$ cat config.mk
export PLATFORM = sky130hd
export DESIGN_NAME = afc_ctrl
export DESIGN_NICKNAME = d
export VERILOG_FILES = /design/src/rtl/core/afc_pkg.sv /design/src/rtl/core/afc_ctrl.sv
export SDC_FILE = /design/constraint.sdc
export NUM_CORES = 1
export LEC_CHECK = 0
export BUFFER_PORTS_ARGS = -buffer_cell sky130_fd_sc_hd__buf_2
export CORE_UTILIZATION = 47
export DETAILED_ROUTE_END_ITERATION = 6
export GPL_ROUTABILITY_DRIVEN = 0
export PLACE_DENSITY_LB_ADDON = 0.3
export SLEW_MARGIN = 20
export SYNTH_ARGS = -nofsm -noshare
export SYNTH_HDL_FRONTEND = slang
export SYNTH_SLANG_ARGS = --single-unit
$ cat constraint.sdc
create_clock -name clk_i -period 2.8 [get_ports clk_i]
set_input_delay 0.56 -clock clk_i [delete_from_list [all_inputs] [get_ports clk_i]]
set_output_delay 0.56 -clock clk_i [all_outputs]
set_load 0.01 [all_outputs]
$ cat src/rtl/core/afc_pkg.sv
package afc_pkg;

  localparam logic [2:0] KIND_START  = 3'd0;
  localparam logic [2:0] KIND_HEADER = 3'd1;
  localparam logic [2:0] KIND_PIXEL  = 3'd2;
  localparam logic [2:0] KIND_END    = 3'd3;
  localparam logic [2:0] KIND_READ   = 3'd4;

  localparam logic [1:0] ST_OK   = 2'd0;
  localparam logic [1:0] ST_DROP = 2'd1;
  localparam logic [1:0] ST_READ = 2'd2;

  localparam logic [1:0] DISP_NONE = 2'd0;
  localparam logic [1:0] DISP_BG   = 2'd1;
  localparam logic [1:0] DISP_PREV = 2'd2;
  localparam logic [1:0] DISP_BAD  = 2'd3;

  localparam logic [1:0] REG_WIDTH  = 2'd0;
  localparam logic [1:0] REG_HEIGHT = 2'd1;
  localparam logic [1:0] REG_HIDDEN = 2'd2;

  localparam logic [31:0] OPAQUE_BLACK = 32'hFF00_0000;
  localparam logic [7:0]  ALPHA_FULL   = 8'hFF;
  localparam logic [7:0]  ALPHA_NONE   = 8'h00;
  localparam logic [7:0]  CH_MAX       = 8'd255;

  localparam int DIV_LANES = 3;
  localparam int DIV_NW    = 24;
  localparam int DIV_DW    = 16;

  typedef struct packed {
    logic [2:0] kind;
    logic [7:0] pos_x;
    logic [7:0] pos_y;
    logic [8:0] size_w;
    logic [8:0] size_h;
    logic [1:0] dispose_op;
    logic       blend_op;
    logic [7:0] in_blue;
    logic [7:0] in_green;
    logic [7:0] in_red;
    logic [7:0] in_alpha;
  } in_item_t;

  typedef struct packed {
    logic [1:0] status;
    logic [7:0] out_blue;
    logic [7:0] out_green;
    logic [7:0] out_red;
    logic [7:0] out_alpha;
  } out_item_t;

  typedef enum logic [3:0] {
    S_INIT, S_IDLE, S_DECODE, S_CLEAR, S_BACKUP, S_RESTORE, S_BG,
    S_BRD, S_BM2, S_BM3, S_DIV, S_WB, S_RDWAIT, S_RESP
  } state_e;

  typedef struct packed {
    logic latch;
    logic reg_clear;
    logic hdr_apply;
    logic end_apply;
    logic cur_adv;
    logic sweep_init;
    logic clear_step;
    logic copy_fwd;
    logic copy_back;
    logic bg_step;
    logic pix_src;
    logic res_drop;
    logic res_ok;
    logic res_read;
    logic rd_pix;
    logic rd_xy;
    logic blend_m1;
    logic blend_fast;
    logic blend_m2;
    logic div_start;
    logic div_take;
    logic wb;
    logic out_load;
  } ctrl_cmd_t;

  typedef struct packed {
    logic [2:0] kind;
    logic       hdr_copy;
    logic       excess;
    logic       pix_out;
    logic       pix_blend;
    logic       rd_in;
    logic       end_restore;
    logic       end_bg;
    logic       fast;
    logic       sweep_done;
    logic       copy_done;
    logic       bg_done;
    logic       div_done;
    logic       out_free;
  } dp_status_t;

endpackage

$ cat src/rtl/core/afc_ctrl.sv
module afc_ctrl (
  input  logic                clk_i,
  input  logic                rst_ni,
  input  logic                in_valid_i,
  output logic                in_ready_o,
  input  afc_pkg::dp_status_t status_i,
  output afc_pkg::ctrl_cmd_t  cmd_o
);

  afc_pkg::state_e state_q, state_d;

  always_ff @(posedge clk_i or negedge rst_ni) begin
    if (!rst_ni) begin
      state_q <= afc_pkg::S_INIT;
    end else begin
      state_q <= state_d;
    end
  end

  always_comb begin
    state_d    = state_q;
    cmd_o      = '0;
    in_ready_o = 1'b0;
    unique case (state_q)
      afc_pkg::S_INIT: begin
        cmd_o.clear_step = 1'b1;
        if (status_i.sweep_done) state_d = afc_pkg::S_IDLE;
      end
      afc_pkg::S_IDLE: begin
        in_ready_o = 1'b1;
        if (in_valid_i) begin
          cmd_o.latch = 1'b1;
          state_d = afc_pkg::S_DECODE;
        end
      end
      afc_pkg::S_DECODE: begin
        unique case (status_i.kind)
          afc_pkg::KIND_START: begin
            cmd_o.reg_clear  = 1'b1;
            cmd_o.sweep_init = 1'b1;
            cmd_o.res_ok     = 1'b1;
            state_d = afc_pkg::S_CLEAR;
          end
          afc_pkg::KIND_HEADER: begin
            cmd_o.hdr_apply = 1'b1;
            cmd_o.res_ok    = 1'b1;
            if (status_i.hdr_copy) begin
              cmd_o.sweep_init = 1'b1;
              state_d = afc_pkg::S_BACKUP;
            end else begin
              state_d = afc_pkg::S_RESP;
            end
          end
          afc_pkg::KIND_PIXEL: begin
            if (status_i.excess) begin
              cmd_o.res_drop = 1'b1;
              state_d = afc_pkg::S_RESP;
            end else begin
              cmd_o.cur_adv = 1'b1;
              if (status_i.pix_out) begin
                cmd_o.res_drop = 1'b1;
                state_d = afc_pkg::S_RESP;
              end else if (status_i.pix_blend) begin
                cmd_o.rd_pix = 1'b1;
                state_d = afc_pkg::S_BRD;
              end else begin
                cmd_o.pix_src = 1'b1;
                state_d = afc_pkg::S_WB;
              end
            end
          end
          afc_pkg::KIND_END: begin
            cmd_o.end_apply = 1'b1;
            cmd_o.res_ok    = 1'b1;
            if (status_i.end_restore) begin
              cmd_o.sweep_init = 1'b1;
              state_d = afc_pkg::S_RESTORE;
            end else if (status_i.end_bg) begin
              cmd_o.sweep_init = 1'b1;
              state_d = afc_pkg::S_BG;
            end else begin
              state_d = afc_pkg::S_RESP;
            end
          end
          afc_pkg::KIND_READ: begin
            if (status_i.rd_in) begin
              cmd_o.rd_xy = 1'b1;
              state_d = afc_pkg::S_RDWAIT;
            end else begin
              cmd_o.res_drop = 1'b1;
              state_d = afc_pkg::S_RESP;
            end
          end
          default: begin
            cmd_o.res_ok = 1'b1;
            state_d = afc_pkg::S_RESP;
          end
        endcase
      end
      afc_pkg::S_CLEAR: begin
        cmd_o.clear_step = 1'b1;
        if (status_i.sweep_done) state_d = afc_pkg::S_RESP;
      end
      afc_pkg::S_BACKUP: begin
        cmd_o.copy_fwd = 1'b1;
        if (status_i.copy_done) state_d = afc_pkg::S_RESP;
      end
      afc_pkg::S_RESTORE: begin
        cmd_o.copy_back = 1'b1;
        if (status_i.copy_done) state_d = afc_pkg::S_RESP;
      end
      afc_pkg::S_BG: begin
        if (status_i.bg_done) begin
          state_d = afc_pkg::S_RESP;
        end else begin
          cmd_o.bg_step = 1'b1;
        end
      end
      afc_pkg::S_BRD: begin
        if (status_i.fast) begin
          cmd_o.blend_fast = 1'b1;
          state_d = afc_pkg::S_WB;
        end else begin
          cmd_o.blend_m1 = 1'b1;
          state_d = afc_pkg::S_BM2;
        end
      end
      afc_pkg::S_BM2: begin
        cmd_o.blend_m2 = 1'b1;
        state_d = afc_pkg::S_BM3;
      end
      afc_pkg::S_BM3: begin
        cmd_o.div_start = 1'b1;
        state_d = afc_pkg::S_DIV;
      end
      afc_pkg::S_DIV: begin
        if (status_i.div_done) begin
          cmd_o.div_take = 1'b1;
          state_d = afc_pkg::S_WB;
        end
      end
      afc_pkg::S_WB: begin
        cmd_o.wb = 1'b1;
        state_d = afc_pkg::S_RESP;
      end
      afc_pkg::S_RDWAIT: begin
        cmd_o.res_read = 1'b1;
        state_d = afc_pkg::S_RESP;
      end
      afc_pkg::S_RESP: begin
        // hold until the output register can take the beat
        if (status_i.out_free) begin
          cmd_o.out_load = 1'b1;
          state_d = afc_pkg::S_IDLE;
        end
      end
      default: state_d = afc_pkg::S_IDLE;
    endcase
  end

endmodule

Yosys cells after proc, flatten, opt, wreduce, memory -nomap -nowiden
Cells that the tools add are included.
{ "op_classes": {"eq_ne": 24, "mux": 63, "reduce_logical": 7} }
{ "op_table": {"columns": ["operator", "n"], "rows": [
  ["2-to-1 mux 4 bit", 13],
  ["case mux 4 bit (12 select lines)", 1],
  ["2-to-1 mux 1 bit", 41],
  ["== test 4 bit (second input constant)", 6],
  ["case mux 4 bit (5 select lines)", 1],
  ["== test 4 x 3 -> 1 bit (second input constant)", 4],
  ["!= test 2 bit (second input constant)", 6],
  ["== test 4 x 2 -> 1 bit (second input constant)", 2],
  ["OR reduction 2 bit", 4],
  ["AND reduction 7 bit", 1],
  ["== test 3 x 2 -> 1 bit (second input constant)", 2],
  ["2-to-1 mux 2 bit", 3],
  ["2-to-1 mux 5 bit", 1],
  ["== test 4 x 1 -> 1 bit (second input constant)", 1],
  ["logical NOT 4 bit", 1],
  ["== test 3 x 1 -> 1 bit (second input constant)", 1],
  ["== test 3 bit (second input constant)", 1],
  ["logical NOT 3 bit", 1],
  ["2-to-1 mux 3 bit", 1],
  ["case mux 1 bit (3 select lines)", 1],
  ["!= test 2 x 1 -> 1 bit (second input constant)", 1],
  ["case mux 1 bit (2 select lines)", 1]
]} }
{ "totals": {"in_bits": 19, "out_inout_bits": 24, "word_cells": 95, "reg_bits": 4} }

Logic depth before layout (Yosys ltp)
Gate-level depths: netlist of run 1.
{ "depth": {"depth_word": 5, "ltp_mapped": 6, "depth_no_buf": 4} }

Worst setup path after synthesis of run 1
OpenSTA, ideal clock, no wires.
{ "synth_timing": {"kind": "register to output", "from": "register state_q[2]", "to": "output cmd_o[12] in the netlist's numbering", "arrival_ps": 1640, "slack_ps": 600, "stages_incl_launch_ff": 7, "path_cell_list": "dfrtp_1 buf_2 or4b_1 clkbuf_1 nor2_1 nand2_1 nor4_1"} }
{ "synth_rtl": {"columns": ["item", "line_no", "source"], "rows": [
  ["start: declaration", "afc_ctrl.sv:10", "afc_pkg::state_e state_q, state_d;"],
  ["start signal: assignment", "afc_ctrl.sv:14", "state_q <= afc_pkg::S_INIT;"],
  ["start signal: assignment", "afc_ctrl.sv:16", "state_q <= state_d;"],
  ["end: declaration", "afc_ctrl.sv:7", "output afc_pkg::ctrl_cmd_t cmd_o"]
]} }

==> Flow_metrics.wiki, run 1 <==
{| class="wikitable"
! Metric !! Value
|-
| Area of the placeable core || 1520 um^2
|-
| Flop and latch count out of synthesis || 4
|-
| Count of flip-flops with a built-in enable after synthesis || 0
|-
| Number of global-route vias before repair || about 800
|-
| # nets final || 175
|-
| Number of sinks handled by clock tree synthesis || 4
|-
| Total of max-cap violations || 0
|-
| Sequential cell area fraction in the yosys report || 12.9%
|-
| Worst max-slew margin expressed relative to the limit || 67.8%
|-
| Initial core utilization || 50.8%
|-
| Share of synthesized flip-flops with an asynchronous set or reset || 100%
|-
| Clock tree buffer depth || 2
|-
| Final Non-Filler Cells || 170
|-
| Maximum vdd ir drop || 0.483 mV
|-
| Endpoint class of the critical path || output pin
|-
| RSZ-0062 raised after global routing || false
|-
| Highest-count cells in the layout ignoring fill and taps || 42 x buf_2, 17 x nor2_1, 9 x nor3_1
|-
| Count of antenna-violating nets left after detailed routing || 0
|-
| Count of final setup violators || 0
|-
| Number of buffers inserted for hold repair after clock tree synthesis || 0
|-
| Aggregate routed wire length || between 2000 and 2500 um
|-
| Total Routing Usage GR || 23.8%
|-
| Synth warn || 0
|-
| Max frequency || 0.410 GHz
|-
| Number of placed I/O pins || 43
|-
| CP startpoint kind || flop
|-
| Die Span Y || 42.6 um
|-
| Met3 capacity usage during global routing || approximately 1.7%
|-
| Clock buffer count from CTS || 3
|-
| Number of antenna violations at the first check in global routing || 0
|-
| Buffers inserted during post-CTS setup optimization || 0
|-
| Ratio of total power to cell area || 777 nW/um^2
|-
| Routed via count divided by cell count || 5.75
|-
| Data arrival time at the worst-slack endpoint || 1.88 ns
|-
| Final worst path period need || 2.44 ns
|-
| Final hold violations || 0
|-
| Number of design rule violations left after detail routing || 0
|-
| Count of final max-slew check failures || 0
|-
| Routing usage on met1 || between 30 and 40%
|-
| Fillers || between 150 and 200
|-
| Floorplan row count || 14
|-
| Category of the critical setup timing path || reg -> out
|-
| Post-route setup TNS || 0 ns
|-
| Number of inserted diodes || 0
|-
| Peak fanout along the critical path || 6
|-
| Most common cell after layout, fill and taps aside || buf_2
|-
| Clock transition at the registers of the reported paths || approximately 0.040 ns
|-
| Clock root buffer master || clkbuf_4
|-
| DR iter-0 viols || 12
|-
| Final instance area || approximately 1000 um^2
|-
| Worst slew pin tran || ~0.48 ns
|-
| Total number of H-tree levels || 1
|-
| Largest registers in the final layout || state_q: 4 flops
|-
| Largest register by flop count || state_q
|-
| Outcome || completed
|-
| Global-route met2 utilization || roughly two fifths
|-
| Worst-Skew Late Latency || roughly 0.23 ns
|-
| Static leakage power || 0.475 nW
|-
| Wire length of the first global-routing pass || roughly 3400 um
|-
| Largest net degree at the start of global routing || 22
|-
| Cell variety after synth || 41
|-
| Die area || 1810 um^2
|-
| Count of buffers from port buffering || 42
|-
| Share of the clock period used by the worst path || 87.1%
|-
| Estimated wirelength of the detail-placed design || 1570 um
|-
| Netlist area before placement || 774 um^2
|-
| Fraction of layout cells with a size suffix above 1 || 37.7%
|-
| Mean post-synth cell area || 6.62 um^2
|-
| Vias after detailed routing || 977
|-
| DRT Pass-1 Iters || 4
|-
| Final routed wire length divided by cell count || approximately 12 um
|-
| Synthesized net count || 136
|-
| Post-synth top flop || dfrtp_1
|-
| DIE WIDTH || 42.6 um
|-
| Required time at the endpoint of the critical path || 2.24 ns
|-
| Cells after synthesis || 117
|-
| Area delta synth->final || 28.8%
|-
| Number of gates given a new drive strength after cts || 0
|-
| Number of flip-flops under the largest register name || 4
|-
| Min-delay worst type || in -> async
|-
| Standard cell area after detailed placement || about 1000 um^2
|-
| Post-route clock skew || between 0.002 and 0.003 ns
|-
| Post-layout utilization of the core || 65.4%
|-
| Most used routing layer || met2
|-
| Number of placed instances, taps included || 167
|-
| Total overflow reported by the global router || 0
|-
| Clock tree from TritonCTS || done
|}
==> critical path: stages, from the launching register on <==
cell	delay (ns)
dfrtp_1	0.38
or4b_1	0.64
or2_1	0.32
nor3b_2	0.17
buf_2	0.14
==> synthesized netlist by cell type (all sizes together), types with 3 or more instances <==
library cell,n,area [um^2]
or2,3,18.8
nor3,9,45.0
o21ai,6,30.0
nand2b,6,37.5
inv,4,15.0
clkbuf,7,26.3
nand3b,3,22.5
a21oi,9,56.3
buf,5,33.8
nor2,17,63.8
nor4,5,31.3
nor2b,3,18.8
dfrtp,4,100
nand2,8,30.0
==> worst paths after layout <==
| check | from | cells after the start | end | slack (ns) |
|---|---|---|---|---|
| worst max-delay path | state_q[3]$_DFFE_PN0P_ | 4 | cmd_o[20] | 0.36 |
| worst min-delay path | rst_ni | 1 | state_q[1]$_DFFE_PN0P_ | 0.13 |
| worst max register to register | state_q[1]$_DFFE_PN0P_ | 5 | state_q[0]$_DFFE_PN0P_ | 0.94 |
| worst min register to register | state_q[1]$_DFFE_PN0P_ | 3 | state_q[1]$_DFFE_PN0P_ | 0.75 |
| max in group asynchronous | rst_ni | 1 | state_q[0]$_DFFE_PN0P_ | 2.56 |
| min in group clk_i | status_i[0] | 4 | state_q[3]$_DFFE_PN0P_ | 0.74 |
==> layout make-up <==
type / count / area, um^2 / area share [%]
Multi-Input combinational cell: 97 / 599 / 60.1
Timing Repair Buffer: 46 / 240 / 24.1
Sequential cell: 4 / 100 / 10.0
Clock buffer: 3 / 22.5 / 2.26
Tap cell: 16 / 20.0 / 2.01
Inverter: 4 / 15.0 / 1.51
==> through the flow <==
stage / hold WS [ns] / setup slack [ns] / power, W
global placement: 0.364 / 0.648 / 0.000685
global route: 0.130 / 0.236 / 0.000841
CTS: 0.125 / 0.359 / 0.000775
floorplan: 0.264 / 0.600 / 0.000563
detailed placement: 0.368 / 0.608 / 0.000701
finish: 0.125 / 0.361 / 0.000775
==> cell families (layout without fill, tap and decap cells) <==
family / count (synthesis) / after routing / synth area share [%]
DFF: 4 / 4 / 12.9
buffers and inverters: 16 / 53 / 9.69
xor gates and xnor gates: 1 / 1 / 1.13
and+or+nand+nor: 67 / 67 / 49.0
muxes: 2 / 2 / 3.23
AOI/OAI and AO/OA: 27 / 27 / 24.1
==> report_power, final <==
group | internal [W] | switching (W) | leakage [nW]
registers | 0.0000878 | 0.0000129 | 0.0472
logic | 0.000248 | 0.000355 | 0.413
clock network | 0.0000479 | 0.0000226 | 0.0138
==> per-layer routing <==
metal	vias up	wire length [um]	part of all wire, %
met5	-	0	0
met4	0	0	0
met3	0	107	5.2
met2	35	981	48
met1	439	962	47
li1	503	-	-
No activity file was read; power rests on OpenSTA's default activity.
==> inputs of run 2 (changes only) <==
- CORE_UTILIZATION: 47 -> 44
- CTS_BUF_LIST: unset -> sky130_fd_sc_hd__clkbuf_4 sky130_fd_sc_hd__clkbuf_8 sky130_fd_sc_hd__clkbuf_16
- clock period: 2.8 -> 2.3 ns (I/O delays scaled with it)
==> Flow_metrics.wiki, run 2 (synthesized netlist as in run 1, its figures left out) <==
{| class="wikitable"
! Metric !! Value
|-
| Outcome || completed
|-
| Largest register by flop count || state_q
|-
| Number of buffers inserted for hold repair after clock tree synthesis || 0 (unchanged)
|-
| Min-delay worst type || in -> async
|-
| Total Routing Usage GR || 21.8% (-2.0 points)
|-
| Max frequency || approximately 0.45 GHz
|-
| Aggregate routed wire length || 2060 um (+0.34%)
|-
| Endpoint class of the critical path || output pin
|-
| DRT Pass-1 Iters || 6 (+2)
|-
| # nets final || 175 (unchanged)
|-
| Count of antenna-violating nets left after detailed routing || 0 (unchanged)
|-
| Post-route clock skew || 0.00224 ns (-0.000564 ns)
|-
| Worst slew pin tran || 0.489 ns (+0.0110 ns)
|-
| Clock tree buffer depth || 2 (unchanged)
|-
| Count of final setup violators || 0 (unchanged)
|-
| Worst hold slack across all endpoints || 0.0198 ns (-0.105 ns)
|-
| Count of buffers from port buffering || 42 (unchanged)
|-
| Most common cell after layout, fill and taps aside || buf_2
|-
| Sum of met3 wire segment lengths after detailed routing || 85 um (-21%)
|-
| M1 wire length || 953 um (-0.94%)
|-
| Count of final max-slew check failures || 0 (unchanged)
|-
| Routed via count divided by cell count || 5.91 (+2.9%)
|-
| Final worst path period need || 2.23 ns
|-
| Number of inserted diodes || 0 (unchanged)
|-
| Share of the clock period used by the worst path || between 90 and 100%
|-
| Number of design rule violations left after detail routing || 0 (unchanged)
|-
| Wire length of the first global-routing pass || 3220 um (-6.4%)
|-
| DIE WIDTH || 44.0 um (+3.2%)
|-
| FF-to-FF setup slack || 0.47 ns (-0.47 ns)
|-
| RSZ-0062 raised after global routing || true
|-
| Clock transition at the registers of the reported paths || 0.04 ns (about the same)
|-
| Total overflow reported by the global router || 0 (unchanged)
|-
| Die Span Y || 44.0 um (+3.2%)
|-
| Largest registers in the final layout || state_q: 4 flops
|-
| Die area || 1930 um^2 (+6.5%)
|-
| Estimated wirelength of the detail-placed design || 1480 um (-5.3%)
|-
| CP startpoint kind || flop
|-
| Number of antenna violations at the first check in global routing || 0 (unchanged)
|-
| Clock tree from TritonCTS || done
|-
| Data arrival time at the worst-slack endpoint || 1.77 ns (-0.11 ns)
|-
| Worst max-slew margin expressed relative to the limit || 67.1% (-0.74 points)
|-
| Static leakage power || 0.478 nW (+0.73%)
|-
| Final hold violations || 0 (unchanged)
|-
| Area of the placeable core || 1580 um^2 (+3.4%)
|-
| DR iter-0 viols || 27 (+15)
|-
| Total number of H-tree levels || 1 (unchanged)
|-
| Number of sinks handled by clock tree synthesis || 4 (unchanged)
|-
| Initial core utilization || 49.1% (-1.7 points)
|-
| Final routed wire length divided by cell count || 12.1 um (+0.34%)
|-
| Peak fanout along the critical path || 6 (unchanged)
|-
| Worst-Skew Late Latency || 0.23 ns (about the same)
|-
| Largest net degree at the start of global routing || 22 (unchanged)
|-
| Vias after detailed routing || 1005 (+2.9%)
|-
| Fillers || 164 (+5.8%)
|-
| Number of flip-flops under the largest register name || 4 (unchanged)
|-
| Number of placed I/O pins || 43 (unchanged)
|-
| Area delta synth->final || 29.9%
|-
| Met2 wire length || 1010 um (+3.1%)
|-
| Clock buffer count from CTS || 3 (unchanged)
|-
| Required time at the endpoint of the critical path || 1.84 ns (-0.40 ns)
|-
| Clock root buffer master || clkbuf_4
|-
| Total of max-cap violations || 0 (unchanged)
|-
| Fraction of layout cells with a size suffix above 1 || 39.6% (+1.9 points)
|-
| Floorplan row count || 14 (unchanged)
|-
| Category of the critical setup timing path || reg -> out
|-
| Number of global-route vias before repair || 772 (-5.3%)
|-
| Highest metal layer used by the detailed router || met4
|-
| Maximum vdd ir drop || 0.509 mV (+5.5%)
|-
| Ratio of total power to cell area || 942 nW/um^2 (+21%)
|-
| Highest-count cells in the layout ignoring fill and taps || 42 x buf_2, 16 x nor2_1, 9 x nor3_1
|-
| Power, Total || 0.000947 W (+22%)
|}
run 2: what timing repair did:
action | in CTS | in global routing
setup endpoints to repair | 4 | 4
resized for setup | 1 | 2
endpoints found under the hold margin | 0 | 0
buffers inserted | 0 | 0
run 2: area by class of cell:
cell class | count | area [um^2] | area share [%]
inverters | 4 | 15.0 | 1.49
flip-flops and latches | 4 | 100 | 9.95
multi-input cells | 97 | 608 | 60.4
clock buffers | 3 | 22.5 | 2.24
repair buffers | 46 | 240 | 23.9
well taps | 16 | 20.0 | 1.99
run 2: worst max-delay path, stage by stage (launching register included):
cell and delay [ns]:
dfrtp_1 0.37, or4b_4 0.59, or2_4 0.27, nor3b_2 0.16, buf_2 0.14
run 2: worst paths after layout:
check | start | cells after the start | end
setup / recovery | state_q[0]$_DFFE_PN0P_ | 4 | cmd_o[20]
hold / removal | rst_ni | 1 | state_q[3]$_DFFE_PN0P_
setup reg to reg | state_q[1]$_DFFE_PN0P_ | 5 | state_q[0]$_DFFE_PN0P_
hold reg to reg | state_q[1]$_DFFE_PN0P_ | 3 | state_q[1]$_DFFE_PN0P_
max in group asynchronous | rst_ni | 1 | state_q[0]$_DFFE_PN0P_
min in group clk_i | status_i[0] | 4 | state_q[3]$_DFFE_PN0P_
run 2: metrics by stage:
step           worst slack [ns]  TNS (ns)  instance area, um^2  std cells  utilization [%]
2_1_floorplan             0.200         0                  774        117                -
3_3_place_gp              0.239         0                  975        167             61.8
3_5_place_dp              0.215         0                  975        167             61.8
4_1_cts                  0.0435         0                 1000        170             63.5
5_1_grt                -0.00398  -0.00398                 1010        170             63.8
6_report                 0.0704         0                 1010        170             63.8
run 2: power by group:
group,switching [W],internal [W],leakage [nW]
clock network,0.0000270,0.0000582,0.0138
registers,0.0000177,0.000107,0.0472
logic,0.000431,0.000306,0.417
run 2: metal layers:
metal	track usage, %	vias up
li1	-	509
met1	27.3	454
met2	39.4	40
met3	2.50	2
met4	5.45	0
met5	0	-
==> inputs of run 3 (changes only) <==
- CTS_CLUSTER_DIAMETER: unset -> 40
- SETUP_SLACK_MARGIN: unset -> 0.15
==> Flow_metrics.wiki, run 3 (synthesized netlist as in run 1, its figures left out) <==
{| class="wikitable"
! Metric !! Value
|-
| Largest registers in the final layout || state_q: 4 flops
|-
| Most common cell after layout, fill and taps aside || buf_2
|-
| Setup ws final || 0.0853 ns (+0.0150 ns)
|-
| Estimated wirelength of the detail-placed design || 1480 um (unchanged)
|-
| Length in cells of the worst reg-to-reg path || 5 (unchanged)
|-
| Timing startpoint of the critical path || state_q[3]$_DFFE_PN0P_
|-
| Worst max-slew margin expressed relative to the limit || 69.3% (+2.2 points)
|-
| CP startpoint kind || flop
|-
| Outcome || completed
|-
| Number of global-route vias before repair || 787 (+1.9%)
|-
| Launch instance of the worst register-to-register path || state_q[1]$_DFFE_PN0P_
|-
| Count of final setup violators || 0 (unchanged)
|-
| Peak fanout along the critical path || 4 (-2)
|-
| Required time at the endpoint of the critical path || 1.84 ns (about the same)
|-
| Fillers || 164 (unchanged)
|-
| Global-route met2 utilization || 40.0% (+0.60 points)
|-
| Slowest Stage Delay on Critical Path || 0.58 ns (about the same)
|-
| Area delta synth->final || 31.8%
|-
| Post-route setup TNS || 0 ns (unchanged)
|-
| Min-delay worst type || in -> async
|-
| Kind of cell with the highest combined delay on the critical path || simple AND/OR/NAND/NOR gates
|-
| Total overflow reported by the global router || 0 (unchanged)
|-
| Fraction of layout cells with a size suffix above 1 || 40.4% (+0.77 points)
|-
| # nets final || 177 (+1.1%)
|-
| Total number of H-tree levels || 1 (unchanged)
|-
| Number of sinks handled by clock tree synthesis || 4 (unchanged)
|-
| Clock tree buffer depth || 2 (unchanged)
|-
| Count of antenna-violating nets left after detailed routing || 0 (unchanged)
|-
| Max frequency || 0.452 GHz (+0.68%)
|-
| Count of buffers from port buffering || 42 (unchanged)
|-
| Maximum vdd ir drop || 0.509 mV (-0.13%)
|-
| Count of final max-slew check failures || 0 (unchanged)
|-
| Endpoint class of the critical path || output pin
|-
| Post-route clock skew || 0.000159 ns (-0.00208 ns)
|-
| Highest-count cells in the layout ignoring fill and taps || 42 x buf_2, 16 x nor2_1, 9 x nor3_1
|-
| Number of flip-flops under the largest register name || 4 (unchanged)
|-
| Data arrival time at the worst-slack endpoint || 1.75 ns (-0.02 ns)
|-
| Clock root buffer master || clkbuf_4
|-
| Die Span Y || 44.0 um (unchanged)
|-
| RSZ-0062 raised after global routing || true
|-
| Number of inserted diodes || 0 (unchanged)
|-
| Number of design rule violations left after detail routing || 0 (unchanged)
|-
| Final hold violations || 0 (unchanged)
|-
| FF-to-FF setup slack || 0.47 ns (about the same)
|-
| Sequence of cells on the critical path || or4b_4 -> or2_4 -> nor3b_2 -> buf_2
|-
| Number of buffers inserted for hold repair after clock tree synthesis || 0 (unchanged)
|-
| Worst-path cell with the longest stage delay || or4b_4
|-
| Critical R2R Capture || state_q[0]$_DFFE_PN0P_
|-
| Final worst path period need || 2.21 ns (-0.0150 ns)
|-
| Total Routing Usage GR || 22.5% (+0.68 points)
|-
| Floorplan row count || 14 (unchanged)
|-
| Largest register by flop count || state_q
|-
| Largest net degree at the start of global routing || 22 (unchanged)
|-
| Most used routing layer || met2
|-
| Total of max-cap violations || 0 (unchanged)
|-
| Initial core utilization || 49.1% (unchanged)
|-
| Clock transition at the registers of the reported paths || 0.04 ns (about the same)
|-
| Ratio of total power to cell area || 934 nW/um^2 (-0.86%)
|-
| Pre-CTS WS || 0.215 ns (unchanged)
|-
| Area of the placeable core || 1580 um^2 (unchanged)
|-
| Die area || 1930 um^2 (unchanged)
|-
| Number of antenna violations at the first check in global routing || 0 (unchanged)
|-
| DRT Pass-1 Iters || 6 (unchanged)
|-
| Routing usage on met1 || 28.8% (+1.5 points)
|-
| Number of placed I/O pins || 43 (unchanged)
|-
| Vias after detailed routing || 1012 (+0.70%)
|-
| Clock tree from TritonCTS || done
|-
| Clock buffer count from CTS || 3 (unchanged)
|-
| Worst-Skew Late Latency || 0.23 ns (about the same)
|-
| DIE WIDTH || 44.0 um (unchanged)
|-
| Met3 capacity usage during global routing || 2.50% (unchanged)
|-
| Number of buffer and inverter instances along the worst setup path || 1 (unchanged)
|-
| Wire length of the first global-routing pass || 3330 um (+3.4%)
|-
| Final routed wire length divided by cell count || 12.1 um (-0.25%)
|-
| Category of the critical setup timing path || reg -> out
|-
| Static leakage power || 0.487 nW (+1.9%)
|-
| DR iter-0 viols || 28 (+3.7%)
|-
| Aggregate routed wire length || 2080 um (+0.92%)
|-
| Share of the clock period used by the worst path || 96.3% (-0.65 points)
|-
| Routed via count divided by cell count || 5.88 (-0.47%)
|-
| Worst slew pin tran || 0.456 ns (-0.0332 ns)
|}
-- run 3: through the flow --
stage | instance area [um^2] | std cells | util [%] | total power [W] | hold slack, ns
after floorplan | 774 | 117 | - | 0.000685 | 0.164
after global placement | 975 | 167 | 61.8 | 0.000836 | 0.263
after detailed placement | 975 | 167 | 61.8 | 0.000847 | 0.264
after CTS | 1020 | 172 | 64.8 | 0.000951 | 0.0223
after global routing | 1020 | 172 | 64.8 | 0.00104 | 0.0198
final | 1020 | 172 | 64.8 | 0.000953 | 0.0198
-- run 3: worst max path at each step --
stage / endpoint / slack [ns] / depth (start not counted)
floorplan: cmd_o[12] / 0.20 / 6
global placement: cmd_o[20] / 0.24 / 4
detailed placement: cmd_o[20] / 0.22 / 4
CTS: cmd_o[20] / 0.08 / 4
global route: cmd_o[20] / 0.01 / 4
finish: cmd_o[20] / 0.09 / 4
-- run 3: what timing repair did --
| item | 4_1_cts | 5_1_grt |
|---|---|---|
| setup buffers | 2 | 0 |
| pin swaps | 1 | 1 |
| resized for setup | 3 | 0 |
| setup endpoints to repair | 8 | 8 |
-- run 3: where the power goes --
| group | switching [W] | internal (W) | total [W] |
|---|---|---|---|
| combinational | 0.000431 | 0.000312 | 0.000743 |
| clock | 0.0000277 | 0.0000583 | 0.0000860 |
| sequential | 0.0000173 | 0.000107 | 0.000124 |
| total | 0.000476 | 0.000477 | 0.000953 |
-- run 3: layout make-up --
cell class / count / area (um^2) / area share [%]
inverters: 4 / 15.0 / 1.47
repair buffers: 48 / 255 / 25.0
well taps: 16 / 20.0 / 1.96
clock buffers: 3 / 22.5 / 2.21
multi-input cells: 97 / 608 / 59.6
flip-flops and latches: 4 / 100 / 9.80
-- run 3: routing by layer --
layer | vias to the layer above | wire [um]
li1 | 509 | -
met1 | 459 | 935
met2 | 42 | 1020
met3 | 2 | 109
met4 | 0 | 14
met5 | - | 0
